### config.mk
export PLATFORM = sky130hd
export DESIGN_NAME = fps_ctrl_flat
export DESIGN_NICKNAME = d
export VERILOG_FILES = /design/src/hw/rtl/fps_pkg.sv /design/src/hw/rtl/fps_req_if.sv /design/src/hw/rtl/fps_rsp_if.sv /design/src/hw/rtl/fps_ctrl.sv /design/src/flat_wrapper.sv
export SDC_FILE = /design/constraint.sdc
export NUM_CORES = 1
export LEC_CHECK = 0
export ABC_AREA = 1
export BUFFER_PORTS_ARGS = -buffer_cell sky130_fd_sc_hd__buf_2
export CAP_MARGIN = 30
export CORE_AREA = 2 2 232 234
export CTS_CLUSTER_DIAMETER = 100
export DETAILED_ROUTE_END_ITERATION = 10
export DIE_AREA = 0 0 234 236
export SETUP_SLACK_MARGIN = 0.4
export SYNTH_ARGS = -nofsm -noshare
export SYNTH_HDL_FRONTEND = slang
export SYNTH_SLANG_ARGS = --single-unit
### constraint.sdc
create_clock -name clock -period 7.34 [get_ports clock]
set_input_delay 1.468 -clock clock [delete_from_list [all_inputs] [get_ports clock]]
set_output_delay 1.468 -clock clock [all_outputs]
set_load 0.02 [all_outputs]
### src/hw/rtl/fps_pkg.sv
`timescale 1ns / 1ps

package fps_pkg;

   localparam int KIND_W  = 3;
   localparam int IDX_W   = 10;
   localparam int VAL_W   = 64;
   localparam int FOUND_W = 11;
   localparam int SIZE_W  = 11;
   // tree positions run up to twice the largest active size
   localparam int PW      = 12;

   localparam logic [SIZE_W-1:0] SIZE_RESET = 11'd1024;

   localparam logic [KIND_W-1:0] REQ_ADD    = 3'd0;
   localparam logic [KIND_W-1:0] REQ_SET    = 3'd1;
   localparam logic [KIND_W-1:0] REQ_PREFIX = 3'd2;
   localparam logic [KIND_W-1:0] REQ_RANGE  = 3'd3;
   localparam logic [KIND_W-1:0] REQ_SEARCH = 3'd4;

   typedef enum logic [3:0] {
      S_CLEAR,
      S_IDLE,
      S_PRE_RD,
      S_PRE_ACC,
      S_DELTA,
      S_ADD_RD,
      S_ADD_WR,
      S_SRCH_RD,
      S_SRCH_ACC,
      S_RESP
   } state_type;

   typedef struct packed {
      logic              sub;
      logic [VAL_W-1:0]  a;
      logic [VAL_W-1:0]  b;
      logic [VAL_W-1:0]  limit;
   } alu_op_type;

   function automatic logic [PW-1:0] lowest_bit(input logic [PW-1:0] v);
      return v & (~v + PW'(1));
   endfunction

   function automatic logic [PW-1:0] top_bit(input logic [PW-1:0] v);
      logic [PW-1:0] r;
      r = '0;
      for (int k = 0; k < PW; k++) begin
         if (v[k]) r = PW'(1) << k;
      end
      return r;
   endfunction

endpackage

### src/hw/rtl/fps_req_if.sv
`timescale 1ns / 1ps

interface fps_req_if;
   logic                                    valid;
   logic                                    ready;
   logic        [fps_pkg::KIND_W-1:0]       req_type;
   logic        [fps_pkg::IDX_W-1:0]        index;
   logic        [fps_pkg::IDX_W-1:0]        lo_index;
   logic signed [fps_pkg::VAL_W-1:0]        operand_value;

   modport source (output valid, output req_type, output index, output lo_index,
                   output operand_value, input ready);
   modport sink   (input valid, input req_type, input index, input lo_index,
                   input operand_value, output ready);
endinterface

### src/hw/rtl/fps_rsp_if.sv
`timescale 1ns / 1ps

interface fps_rsp_if;
   logic                                    valid;
   logic                                    ready;
   logic signed [fps_pkg::VAL_W-1:0]        sum_value;
   logic signed [fps_pkg::FOUND_W-1:0]      found_index;
   logic                                    status;

   modport source (output valid, output sum_value, output found_index, output status,
                   input ready);
   modport sink   (input valid, input sum_value, input found_index, input status,
                   output ready);
endinterface

### src/hw/rtl/fps_ctrl.sv
`timescale 1ns / 1ps

module fps_ctrl #(
   parameter int DEPTH = 1024
) (
   input  logic                             clock,
   input  logic                             reset,
   fps_req_if.sink                          req,
   fps_rsp_if.source                        rsp,
   input  logic [fps_pkg::PW-1:0]           size_n,
   input  logic [fps_pkg::PW-1:0]           size_top,
   output logic                             ram_wr_en,
   output logic [$clog2(DEPTH)-1:0]         ram_wr_addr,
   output logic [fps_pkg::VAL_W-1:0]        ram_wr_data,
   output logic                             ram_rd_en,
   output logic [$clog2(DEPTH)-1:0]         ram_rd_addr,
   input  logic [fps_pkg::VAL_W-1:0]        ram_rd_data,
   output fps_pkg::alu_op_type              alu_op,
   input  logic [fps_pkg::VAL_W-1:0]        alu_sum,
   input  logic                             alu_le
);
   import fps_pkg::*;

   localparam int AW = $clog2(DEPTH);

   state_type            state_ff, state_in;
   logic [KIND_W-1:0]    kind_ff, kind_in;
   logic [IDX_W-1:0]     idx_ff, idx_in;
   logic [IDX_W-1:0]     lo_ff, lo_in;
   logic [VAL_W-1:0]     opnd_ff, opnd_in;
   logic [VAL_W-1:0]     acc_ff, acc_in;
   logic [PW-1:0]        pos_ff, pos_in;
   logic [PW-1:0]        bit_ff, bit_in;
   logic                 pass_ff, pass_in;
   logic                 err_ff, err_in;
   logic [AW-1:0]        clr_ff, clr_in;
   logic                 rsp_valid_ff, rsp_valid_in;
   logic [VAL_W-1:0]     rsp_sum_ff, rsp_sum_in;
   logic [FOUND_W-1:0]   rsp_found_ff, rsp_found_in;
   logic                 rsp_status_ff, rsp_status_in;

   logic                 req_err;
   logic [PW-1:0]        first_pos;
   logic [PW-1:0]        pos_dec;
   logic [PW-1:0]        pos_inc;
   logic [PW-1:0]        probe;
   logic                 probe_ok;
   logic [PW-1:0]        bit_nx;
   logic                 two_pass;
   logic [PW-1:0]        second_pos;
   logic                 rsp_free;
   logic                 keep_sum;

   assign first_pos  = PW'(req.index) + PW'(1);
   assign pos_dec    = pos_ff - lowest_bit(pos_ff);
   assign pos_inc    = pos_ff + lowest_bit(pos_ff);
   assign probe      = pos_ff + bit_ff;
   assign probe_ok   = probe <= size_n;
   assign bit_nx     = bit_ff >> 1;
   assign two_pass   = (kind_ff == REQ_RANGE) || (kind_ff == REQ_SET);
   assign second_pos = (kind_ff == REQ_RANGE) ? PW'(lo_ff) : PW'(idx_ff);
   assign rsp_free   = !rsp_valid_ff || rsp.ready;
   assign keep_sum   = !err_ff && ((kind_ff == REQ_PREFIX) || (kind_ff == REQ_RANGE) ||
                                   (kind_ff == REQ_SEARCH));

   always_comb begin
      case (req.req_type) inside
         REQ_ADD, REQ_SET, REQ_PREFIX: req_err = PW'(req.index) >= size_n;
         REQ_RANGE: req_err = (PW'(req.index) >= size_n) || (PW'(req.lo_index) >= size_n);
         default:   req_err = 1'b0;
      endcase
   end

   // next state
   always_comb begin
      state_in = state_ff;
      unique case (state_ff)
         S_CLEAR: begin
            if (clr_ff == AW'(DEPTH - 1)) state_in = S_IDLE;
         end
         S_IDLE: begin
            if (req.valid) begin
               if (req_err) begin
                  state_in = S_RESP;
               end else begin
                  case (req.req_type) inside
                     REQ_ADD:                      state_in = S_ADD_RD;
                     REQ_SET, REQ_PREFIX, REQ_RANGE: state_in = S_PRE_RD;
                     REQ_SEARCH:                   state_in = S_SRCH_RD;
                     default:                      state_in = S_RESP;
                  endcase
               end
            end
         end
         S_PRE_RD: state_in = S_PRE_ACC;
         S_PRE_ACC: begin
            if (pos_dec != '0) begin
               state_in = S_PRE_RD;
            end else if (!pass_ff && two_pass && second_pos != '0) begin
               state_in = S_PRE_RD;
            end else begin
               state_in = (kind_ff == REQ_SET) ? S_DELTA : S_RESP;
            end
         end
         S_DELTA:  state_in = S_ADD_RD;
         S_ADD_RD: state_in = S_ADD_WR;
         S_ADD_WR: state_in = (pos_inc <= size_n) ? S_ADD_RD : S_RESP;
         S_SRCH_RD: begin
            if (probe_ok)             state_in = S_SRCH_ACC;
            else if (bit_nx == '0)    state_in = S_RESP;
         end
         S_SRCH_ACC: state_in = (bit_nx == '0) ? S_RESP : S_SRCH_RD;
         S_RESP: begin
            if (rsp_free) state_in = S_IDLE;
         end
         default: state_in = S_IDLE;
      endcase
   end

   // datapath and memory control
   always_comb begin
      kind_in       = kind_ff;
      idx_in        = idx_ff;
      lo_in         = lo_ff;
      opnd_in       = opnd_ff;
      acc_in        = acc_ff;
      pos_in        = pos_ff;
      bit_in        = bit_ff;
      pass_in       = pass_ff;
      err_in        = err_ff;
      clr_in        = clr_ff;
      ram_wr_en     = 1'b0;
      ram_wr_addr   = AW'(pos_ff - PW'(1));
      ram_wr_data   = alu_sum;
      ram_rd_en     = 1'b0;
      ram_rd_addr   = AW'(pos_ff - PW'(1));
      alu_op.sub    = 1'b0;
      alu_op.a      = acc_ff;
      alu_op.b      = ram_rd_data;
      alu_op.limit  = opnd_ff;
      rsp_valid_in  = rsp_valid_ff && !rsp.ready;
      rsp_sum_in    = rsp_sum_ff;
      rsp_found_in  = rsp_found_ff;
      rsp_status_in = rsp_status_ff;

      unique case (state_ff)
         S_CLEAR: begin
            ram_wr_en   = 1'b1;
            ram_wr_addr = clr_ff;
            ram_wr_data = '0;
            clr_in      = clr_ff + AW'(1);
         end
         S_IDLE: begin
            if (req.valid) begin
               kind_in = req.req_type;
               idx_in  = req.index;
               lo_in   = req.lo_index;
               opnd_in = req.operand_value;
               acc_in  = '0;
               pass_in = 1'b0;
               err_in  = req_err;
               bit_in  = size_top;
               pos_in  = (req.req_type == REQ_SEARCH) ? '0 : first_pos;
            end
         end
         S_PRE_RD: ram_rd_en = 1'b1;
         S_PRE_ACC: begin
            alu_op.sub = pass_ff;
            acc_in     = alu_sum;
            pos_in     = pos_dec;
            if (pos_dec == '0 && !pass_ff && two_pass) begin
               pass_in = 1'b1;
               pos_in  = second_pos;
            end
         end
         S_DELTA: begin
            alu_op.sub = 1'b1;
            alu_op.a   = opnd_ff;
            alu_op.b   = acc_ff;
            opnd_in    = alu_sum;
            pos_in     = PW'(idx_ff) + PW'(1);
         end
         S_ADD_RD: ram_rd_en = 1'b1;
         S_ADD_WR: begin
            alu_op.a  = ram_rd_data;
            alu_op.b  = opnd_ff;
            ram_wr_en = 1'b1;
            pos_in    = pos_inc;
         end
         S_SRCH_RD: begin
            ram_rd_addr = AW'(probe - PW'(1));
            if (probe_ok) ram_rd_en = 1'b1;
            else          bit_in    = bit_nx;
         end
         S_SRCH_ACC: begin
            if (alu_le) begin
               acc_in = alu_sum;
               pos_in = probe;
            end
            bit_in = bit_nx;
         end
         S_RESP: begin
            if (rsp_free) begin
               rsp_valid_in  = 1'b1;
               rsp_sum_in    = keep_sum ? acc_ff : '0;
               rsp_found_in  = (kind_ff == REQ_SEARCH) ? FOUND_W'(pos_ff - PW'(1)) : '1;
               rsp_status_in = err_ff;
            end
         end
         default: ;
      endcase
   end

   always_ff @(posedge clock) begin
      if (reset) begin
         state_ff     <= S_CLEAR;
         clr_ff       <= '0;
         rsp_valid_ff <= 1'b0;
      end else begin
         state_ff     <= state_in;
         clr_ff       <= clr_in;
         rsp_valid_ff <= rsp_valid_in;
      end
   end

   always_ff @(posedge clock) begin
      kind_ff       <= kind_in;
      idx_ff        <= idx_in;
      lo_ff         <= lo_in;
      opnd_ff       <= opnd_in;
      acc_ff        <= acc_in;
      pos_ff        <= pos_in;
      bit_ff        <= bit_in;
      pass_ff       <= pass_in;
      err_ff        <= err_in;
      rsp_sum_ff    <= rsp_sum_in;
      rsp_found_ff  <= rsp_found_in;
      rsp_status_ff <= rsp_status_in;
   end

   assign req.ready       = (state_ff == S_IDLE);
   assign rsp.valid       = rsp_valid_ff;
   assign rsp.sum_value   = rsp_sum_ff;
   assign rsp.found_index = rsp_found_ff;
   assign rsp.status      = rsp_status_ff;

   a_add_in_range: assert property (@(posedge clock) disable iff (reset)
      state_ff == S_ADD_WR |-> pos_ff != '0 && pos_ff <= size_n)
      else $error("update walk left the active tree");

   a_prefix_nonzero: assert property (@(posedge clock) disable iff (reset)
      state_ff == S_PRE_RD |-> pos_ff != '0)
      else $error("prefix walk read at position zero");

   a_search_bit: assert property (@(posedge clock) disable iff (reset)
      state_ff == S_SRCH_RD || state_ff == S_SRCH_ACC |-> $onehot(bit_ff))
      else $error("search step is not a single power of two");

   a_resp_load: assert property (@(posedge clock) disable iff (reset)
      state_ff == S_RESP && rsp_free |=> rsp_valid_ff && state_ff == S_IDLE)
      else $error("finished request not presented");

endmodule

### src/flat_wrapper.sv
// flat-port wrapper written by rule: the top's interface ports become plain ports
module fps_ctrl_flat import fps_pkg::*;
#(
   parameter int DEPTH = 1024
)
  (clock, reset, size_n, size_top, ram_wr_en, ram_wr_addr, ram_wr_data, ram_rd_en, ram_rd_addr, ram_rd_data, alu_op, alu_sum, alu_le, req_valid, req_req_type, req_index, req_lo_index, req_operand_value, req_ready, rsp_valid, rsp_sum_value, rsp_found_index, rsp_status, rsp_ready);
  fps_req_if req_i ();
  fps_rsp_if rsp_i ();
  input  logic clock;
  input  logic reset;
  input  logic [fps_pkg::PW-1:0] size_n;
  input  logic [fps_pkg::PW-1:0] size_top;
  output logic ram_wr_en;
  output logic [$clog2(DEPTH)-1:0] ram_wr_addr;
  output logic [fps_pkg::VAL_W-1:0] ram_wr_data;
  output logic ram_rd_en;
  output logic [$clog2(DEPTH)-1:0] ram_rd_addr;
  input  logic [fps_pkg::VAL_W-1:0] ram_rd_data;
  output fps_pkg::alu_op_type alu_op;
  input  logic [fps_pkg::VAL_W-1:0] alu_sum;
  input  logic alu_le;
  input wire logic [$bits(req_i.valid)-1:0] req_valid;
  input wire logic [$bits(req_i.req_type)-1:0] req_req_type;
  input wire logic [$bits(req_i.index)-1:0] req_index;
  input wire logic [$bits(req_i.lo_index)-1:0] req_lo_index;
  input wire logic [$bits(req_i.operand_value)-1:0] req_operand_value;
  output wire logic [$bits(req_i.ready)-1:0] req_ready;
  output wire logic [$bits(rsp_i.valid)-1:0] rsp_valid;
  output wire logic [$bits(rsp_i.sum_value)-1:0] rsp_sum_value;
  output wire logic [$bits(rsp_i.found_index)-1:0] rsp_found_index;
  output wire logic [$bits(rsp_i.status)-1:0] rsp_status;
  input wire logic [$bits(rsp_i.ready)-1:0] rsp_ready;
  assign req_i.valid = req_valid;
  assign req_i.req_type = req_req_type;
  assign req_i.index = req_index;
  assign req_i.lo_index = req_lo_index;
  assign req_i.operand_value = req_operand_value;
  assign req_ready = req_i.ready;
  assign rsp_valid = rsp_i.valid;
  assign rsp_sum_value = rsp_i.sum_value;
  assign rsp_found_index = rsp_i.found_index;
  assign rsp_status = rsp_i.status;
  assign rsp_i.ready = rsp_ready;
  fps_ctrl #(.DEPTH(DEPTH)) u_core (.clock(clock), .reset(reset), .req(req_i), .rsp(rsp_i), .size_n(size_n), .size_top(size_top), .ram_wr_en(ram_wr_en), .ram_wr_addr(ram_wr_addr), .ram_wr_data(ram_wr_data), .ram_rd_en(ram_rd_en), .ram_rd_addr(ram_rd_addr), .ram_rd_data(ram_rd_data), .alu_op(alu_op), .alu_sum(alu_sum), .alu_le(alu_le));
endmodule
[After elaboration in Yosys (flattened, before gate mapping)]
Cells that the tools add are included.
Word-level totals
  output and inout bits: 357
  flip-flop bits (word level): 268
  logic and storage cells: 137
  input port bits: 244
Operators by class
  magnitude comparators: 4
  bitwise gates (word level): 2
  multiplexer cells: 44
  reductions and logical operators: 38
  equality and inequality tests: 25
  add/subtract/negate cells: 9
Operator list (number)
  $mux W64: 4
  $pmux W128 S2: 1
  $pmux W64 S3: 1
  $pmux W64 S2: 1
  $mux W12: 6
  $pmux W12 S5: 1
  $mux W4: 14
  $pmux W4 S10: 1
  $pmux W12 S3: 1
  $mux W10: 3
  $add A12 B12 Y12: 2
  $ge A10 B12 Y1: 2
  $le A12 B12 Y1: 2
  $logic_not A12 Y1: 2
  $reduce_bool A12 Y1: 2
  $add A10 B1 Y11 const B: 2
  $eq A4 B3 Y1 const B: 4
  $add A12 B1 Y12 const B: 1
  $and A12 B12 Y12: 1
  $eq A3 B2 Y1 const B: 4
  $not A12 Y12: 1
  $reduce_and A3 Y1: 4
  $sub A12 B12 Y12: 1
  $sub A11 B1 Y11 const B: 1
  25 further kinds: 60

[Depth between registers and ports, before layout]
  depth after elaboration: 9
  mapped depth: 27
  gate-level depth less buffers: 27

[Worst setup path after synthesis]
No wires, ideal clock.
  path type: input-to-reg
  from: input port req_valid
  to: register u_core.opnd_ff[0], enable pin
  stages: 2
  library setup time: 0.575 ns
  slack: 0.739 ns
  data required time: 6.765 ns
  data arrival time: 6.027 ns
  buffers on the path: 0
  path through: inv_1 o21ai_0
Between the ends
  cells in the longest elaborated chain, start to end: 2
Ends and longest elaborated chain
  start, declared: line flat_wrapper.sv:22  | input wire logic [$bits(req_i.valid)-1:0] req_valid;
  $ne A2 B2 Y1 (no source line)
  $reduce_and A2 Y1 (no source line)
  end signal, assigned: line fps_ctrl.sv:230  | opnd_ff <= opnd_in;
  end, declared: line fps_ctrl.sv:30  | logic [VAL_W-1:0] opnd_ff, opnd_in;
Every way passes these cells.
A chain may end at the register's enable or synchronous reset.

[Worst setup path in the final report]
  from: register u_core.pos_ff[0]
  to: output port ram_rd_en
Between the ends
  cells in the longest elaborated chain, start to end: 4
Ends and longest elaborated chain
  start, declared: line fps_ctrl.sv:32  | logic [PW-1:0] pos_ff, pos_in;
  start signal, assigned: line fps_ctrl.sv:232  | pos_ff <= pos_in;
  $add A12 B12 Y12: line fps_ctrl.sv:57  | assign probe = pos_ff + bit_ff;
  $le A12 B12 Y1: line fps_ctrl.sv:58  | assign probe_ok = probe <= size_n;
  $mux W1: line fps_ctrl.sv:192  | if (probe_ok) ram_rd_en = 1'b1;
  $pmux W1 S2: line fps_ctrl.sv:146  | unique case (state_ff)
  end, declared: line flat_wrapper.sv:16  | output logic ram_rd_en;
Every way passes these cells.

==> results <==
- The final number of setup-violating endpoints is 0.
- The initial core utilization is 31.4%.
- The total half-perimeter wirelength after legalization and detailed placement is 54,700 um.
- The commonest cells after synthesis are nand2_1 (495), inv_1 (311), nor2_1 (301).
- The deepest level of the CTS H-tree is 2.
- The average vias per placed instance is 5.05.
- The global-route usage over all layers is 24.6%.
- The later-pin clock latency in the skew report is 520 ps.
- In the final layout, the multi-input gates occupy 7300 um^2.
- In this run the power density over the cells is 168 nW/um^2.
- In the final design database the tool counted 2,946 nets.
- After floorplanning, the core was divided into 85 placement rows.
- The headroom to the max-slew limit is 36.9%.
- The initial antenna violation count is 15.
- The cell area after synthesis is 16,700 um^2.
- The floorplan step defined a die boundary enclosing 55,200 um^2.
- The period utilization is 73.9%.
- The number of gates resized after CTS was 0.
- The synthesized netlist cell count is 2,067.
- The reported max-cap violation count is 0.
- The worst setup path is launched from a flip-flop.
- Entering global routing, the biggest net connects 101 pins.
- For this block, the routed nets add up to 70,800 um of wire.
- The first global-routing pass estimated 101,000 um of wire.
- In the final routed layout, each cell accounts on average for 21.0 um.
- The final route contains 17,000 vias.
- The die is 236 um tall.
- The overall die width is 234 um.
- On the final layout, the worst clock skew is 11.7 ps.
- At the worst endpoint, the required time is 5870 ps.
- For this run, the number of Yosys warnings is 0.
- The TritonCTS clock tree is built.
- The hold-fix buffer count after cts is 0.
- The setup total negative slack is 0 ps.
- The biggest fanout along the worst timing path is 8.
- The congestion estimate from routability-driven global placement came to 0.964.
- The first detailed-routing pass took 6 iterations.
- The arrival time at the worst endpoint is 3960 ps.
- After floorplanning, the core was sized to cover 53,100 um^2.
- Cells with a size suffix above 1 make up 26.9% of the layout.
- The first routing iteration left 1,424 violations.
- The maximum clock path buffer count is 3.
- The critical path capture point type is a primary output.
- In this run, synthesis produced a sequential element count of 268.
- The number of endpoints with negative hold slack in the final report is 0.
- Setup repair after global routing left no endpoint under its margin.
- In this run, distinct cell masters in the synthesized netlist total 51.
- The count of flip-flops with a built-in enable after synthesis is 253.
- The clock-pin slew of the registers on the worst-case setup and hold paths is 60 ps.
- The run finished with clean final reports.
- The synthesized netlist net count is 2,375.
- Relative to the synthesized area, the layout overhead comes to 29.8%.
- The synthesized area per cell is 8.06 um^2.
- The most common cell in the synthesized netlist is nand2_1.
- The max-slew violation count is 0.
- The filler cell count in the final layout is 5,498.
- The cell chosen for the clock root is clkbuf_16.
- The synthesized design spends more area on one cell type than any other, namely edfxtp_1.
- The most instantiated flip-flop cell in the synthesis netlist is edfxtp_1.
- The number of buffers added on ports is 600.
- 601 I/O pins were placed.
- The time the final worst path needs with I/O delays and setup is 5420 ps.
- The share of synthesized area occupied by flip-flops and latches is 47.4%.
- The worst setup path is of the reg2out kind.
- Timing would allow up to 184 MHz.
- Global routing finished with a remaining overflow of 0.
- The area taken by flip-flops and latches is 7900 um^2.
- Once detail routing completed, the nets flagged for antenna violations numbered 0.
- Summed over its instances, the top area cell type makes up 45.6% of the synthesized netlist area.
- After synthesis, the cell types taking the most area are edfxtp_1 (46%), nand2_1 (11%), inv_1 (7.0%).
- The worst hold-check slack is 505 ps.
- In this run the static leakage power is 10.2 nW.
- The maximum VDD drop is 144 uV.
- In the routed design, unresolved DRC markers number 0.
- For the pin with the worst max-slew slack, the measured transition is 947 ps.
- The clock drives 268 sinks.
- The via count of the first global-routing pass is 16,100.
- The worst hold path belongs to the class reg2reg.
- The TritonCTS buffer count is 35.
- The number of post-CTS setup repair buffers is 0.
- The share of async-settable or async-resettable flops after synthesis is 0%.
-- stage by stage --
step / setup WS [ps] / total power, mW / instances / util (%) / cell area (um^2)
after floorplan: 739 / 1.81 / 2067 / - / 16700
after global placement: 2520 / 1.95 / 3293 / 38.4 / 20400
after detailed placement: 2450 / 1.95 / 3296 / 38.5 / 20500
after CTS: 1890 / 3.67 / 3357 / 40.7 / 21600
after global routing: 1550 / 3.75 / 3363 / 40.7 / 21600
final: 1920 / 3.63 / 3366 / 40.7 / 21600
-- flip-flops by register name (all words and copies together) (netlist names) --
| register | flops |
|---|---|
| u_core.rsp.found_index | 11 |
| u_core.pass_ff | 1 |
| u_core.idx_ff | 10 |
| u_core.clr_ff | 10 |
| u_core.err_ff | 1 |
| u_core.rsp.sum_value | 64 |
| u_core.bit_ff | 12 |
| u_core.rsp.status | 1 |
| u_core.lo_ff | 10 |
| u_core.state_ff | 4 |
| u_core.pos_ff | 12 |
| u_core.acc_ff | 64 |
| u_core.kind_ff | 3 |
| u_core.opnd_ff | 64 |
| u_core.rsp.valid | 1 |
-- where the power goes --
part	switching [mW]	internal, mW
clock	0.677	1.03
combinational	0.158	0.105
sequential	0.00145	1.66
-- cell families after synthesis --
| group | synth area share [%] |
|---|---|
| buf+inv | 9.26 |
| mux | 0.331 |
| xor+xnor | 1.21 |
| simple gates | 23.8 |
| fa+ha+maj | 4.85 |
| flops | 47.4 |
| compound gates | 13.1 |
-- final cells by class --
class	instances	area share, %
antenna	8	0.0926
tap	696	4.03
timing repair buffer	623	14.9
sequential	268	36.5
clock buffer	38	4.20
inverter	315	5.49
clock inverter	23	1.03
multi-input combinational	1395	33.7
-- final timing paths --
check	start	endpoint	slack (ps)	cells past startpoint
max reg2reg	u_core.pos_ff[0]$_DFFE_PP_	u_core.state_ff[3]$_SDFFE_PP0P_	2880	27
min	u_core.clr_ff[1]$_SDFFE_PP0P_	u_core.clr_ff[1]$_SDFFE_PP0P_	500	2
max	u_core.pos_ff[0]$_DFFE_PP_	ram_rd_en	1920	19
min reg2reg	u_core.clr_ff[1]$_SDFFE_PP0P_	u_core.clr_ff[1]$_SDFFE_PP0P_	500	2
-- cell usage in the layout, fill, tap and decap left out, types with 5 or more instances in the layout --
| master | n |
|---|---|
| clkinv_2 | 7 |
| o221ai_1 | 47 |
| nor3_1 | 24 |
| and2_1 | 5 |
| clkinv_1 | 10 |
| or2_2 | 5 |
| dfxtp_1 | 15 |
| nand3b_1 | 8 |
| nor2_4 | 9 |
| a31oi_1 | 7 |
| a21oi_1 | 65 |
| nand3_1 | 80 |
| clkbuf_16 | 35 |
| nand2_1 | 495 |
| ha_1 | 63 |
| nand4_1 | 21 |
| nor2_1 | 296 |
| o211ai_1 | 84 |
| buf_2 | 600 |
| buf_4 | 19 |
| edfxtp_1 | 253 |
| xor2_1 | 19 |
| inv_1 | 310 |
| o21ai_0 | 114 |
| diode_2 | 8 |
-- layer usage --
metal,global-route usage (%),share of wire [%]
met3,5.74,9.4
met2,39.4,46
met5,0,0.15
met4,8.42,3.2
met1,32.4,41
-- critical path, stage by stage (launching register included) --
cell and delay, ps:
edfxtp_1 520, ha_1 280, fa_1 400, nand3_1 80
nand2_1 120, nand3_1 120, nand2_1 60, nand2_1 80
nand2_1 50, a21oi_1 170, xnor2_1 130, ha_1 310
nand4_1 130, nor3_1 210, nand2_1 80, a31oi_1 260
nor2_1 90, nor2_1 100, nand2_1 80, buf_2 170
Power figures use the tool's default switching activity.
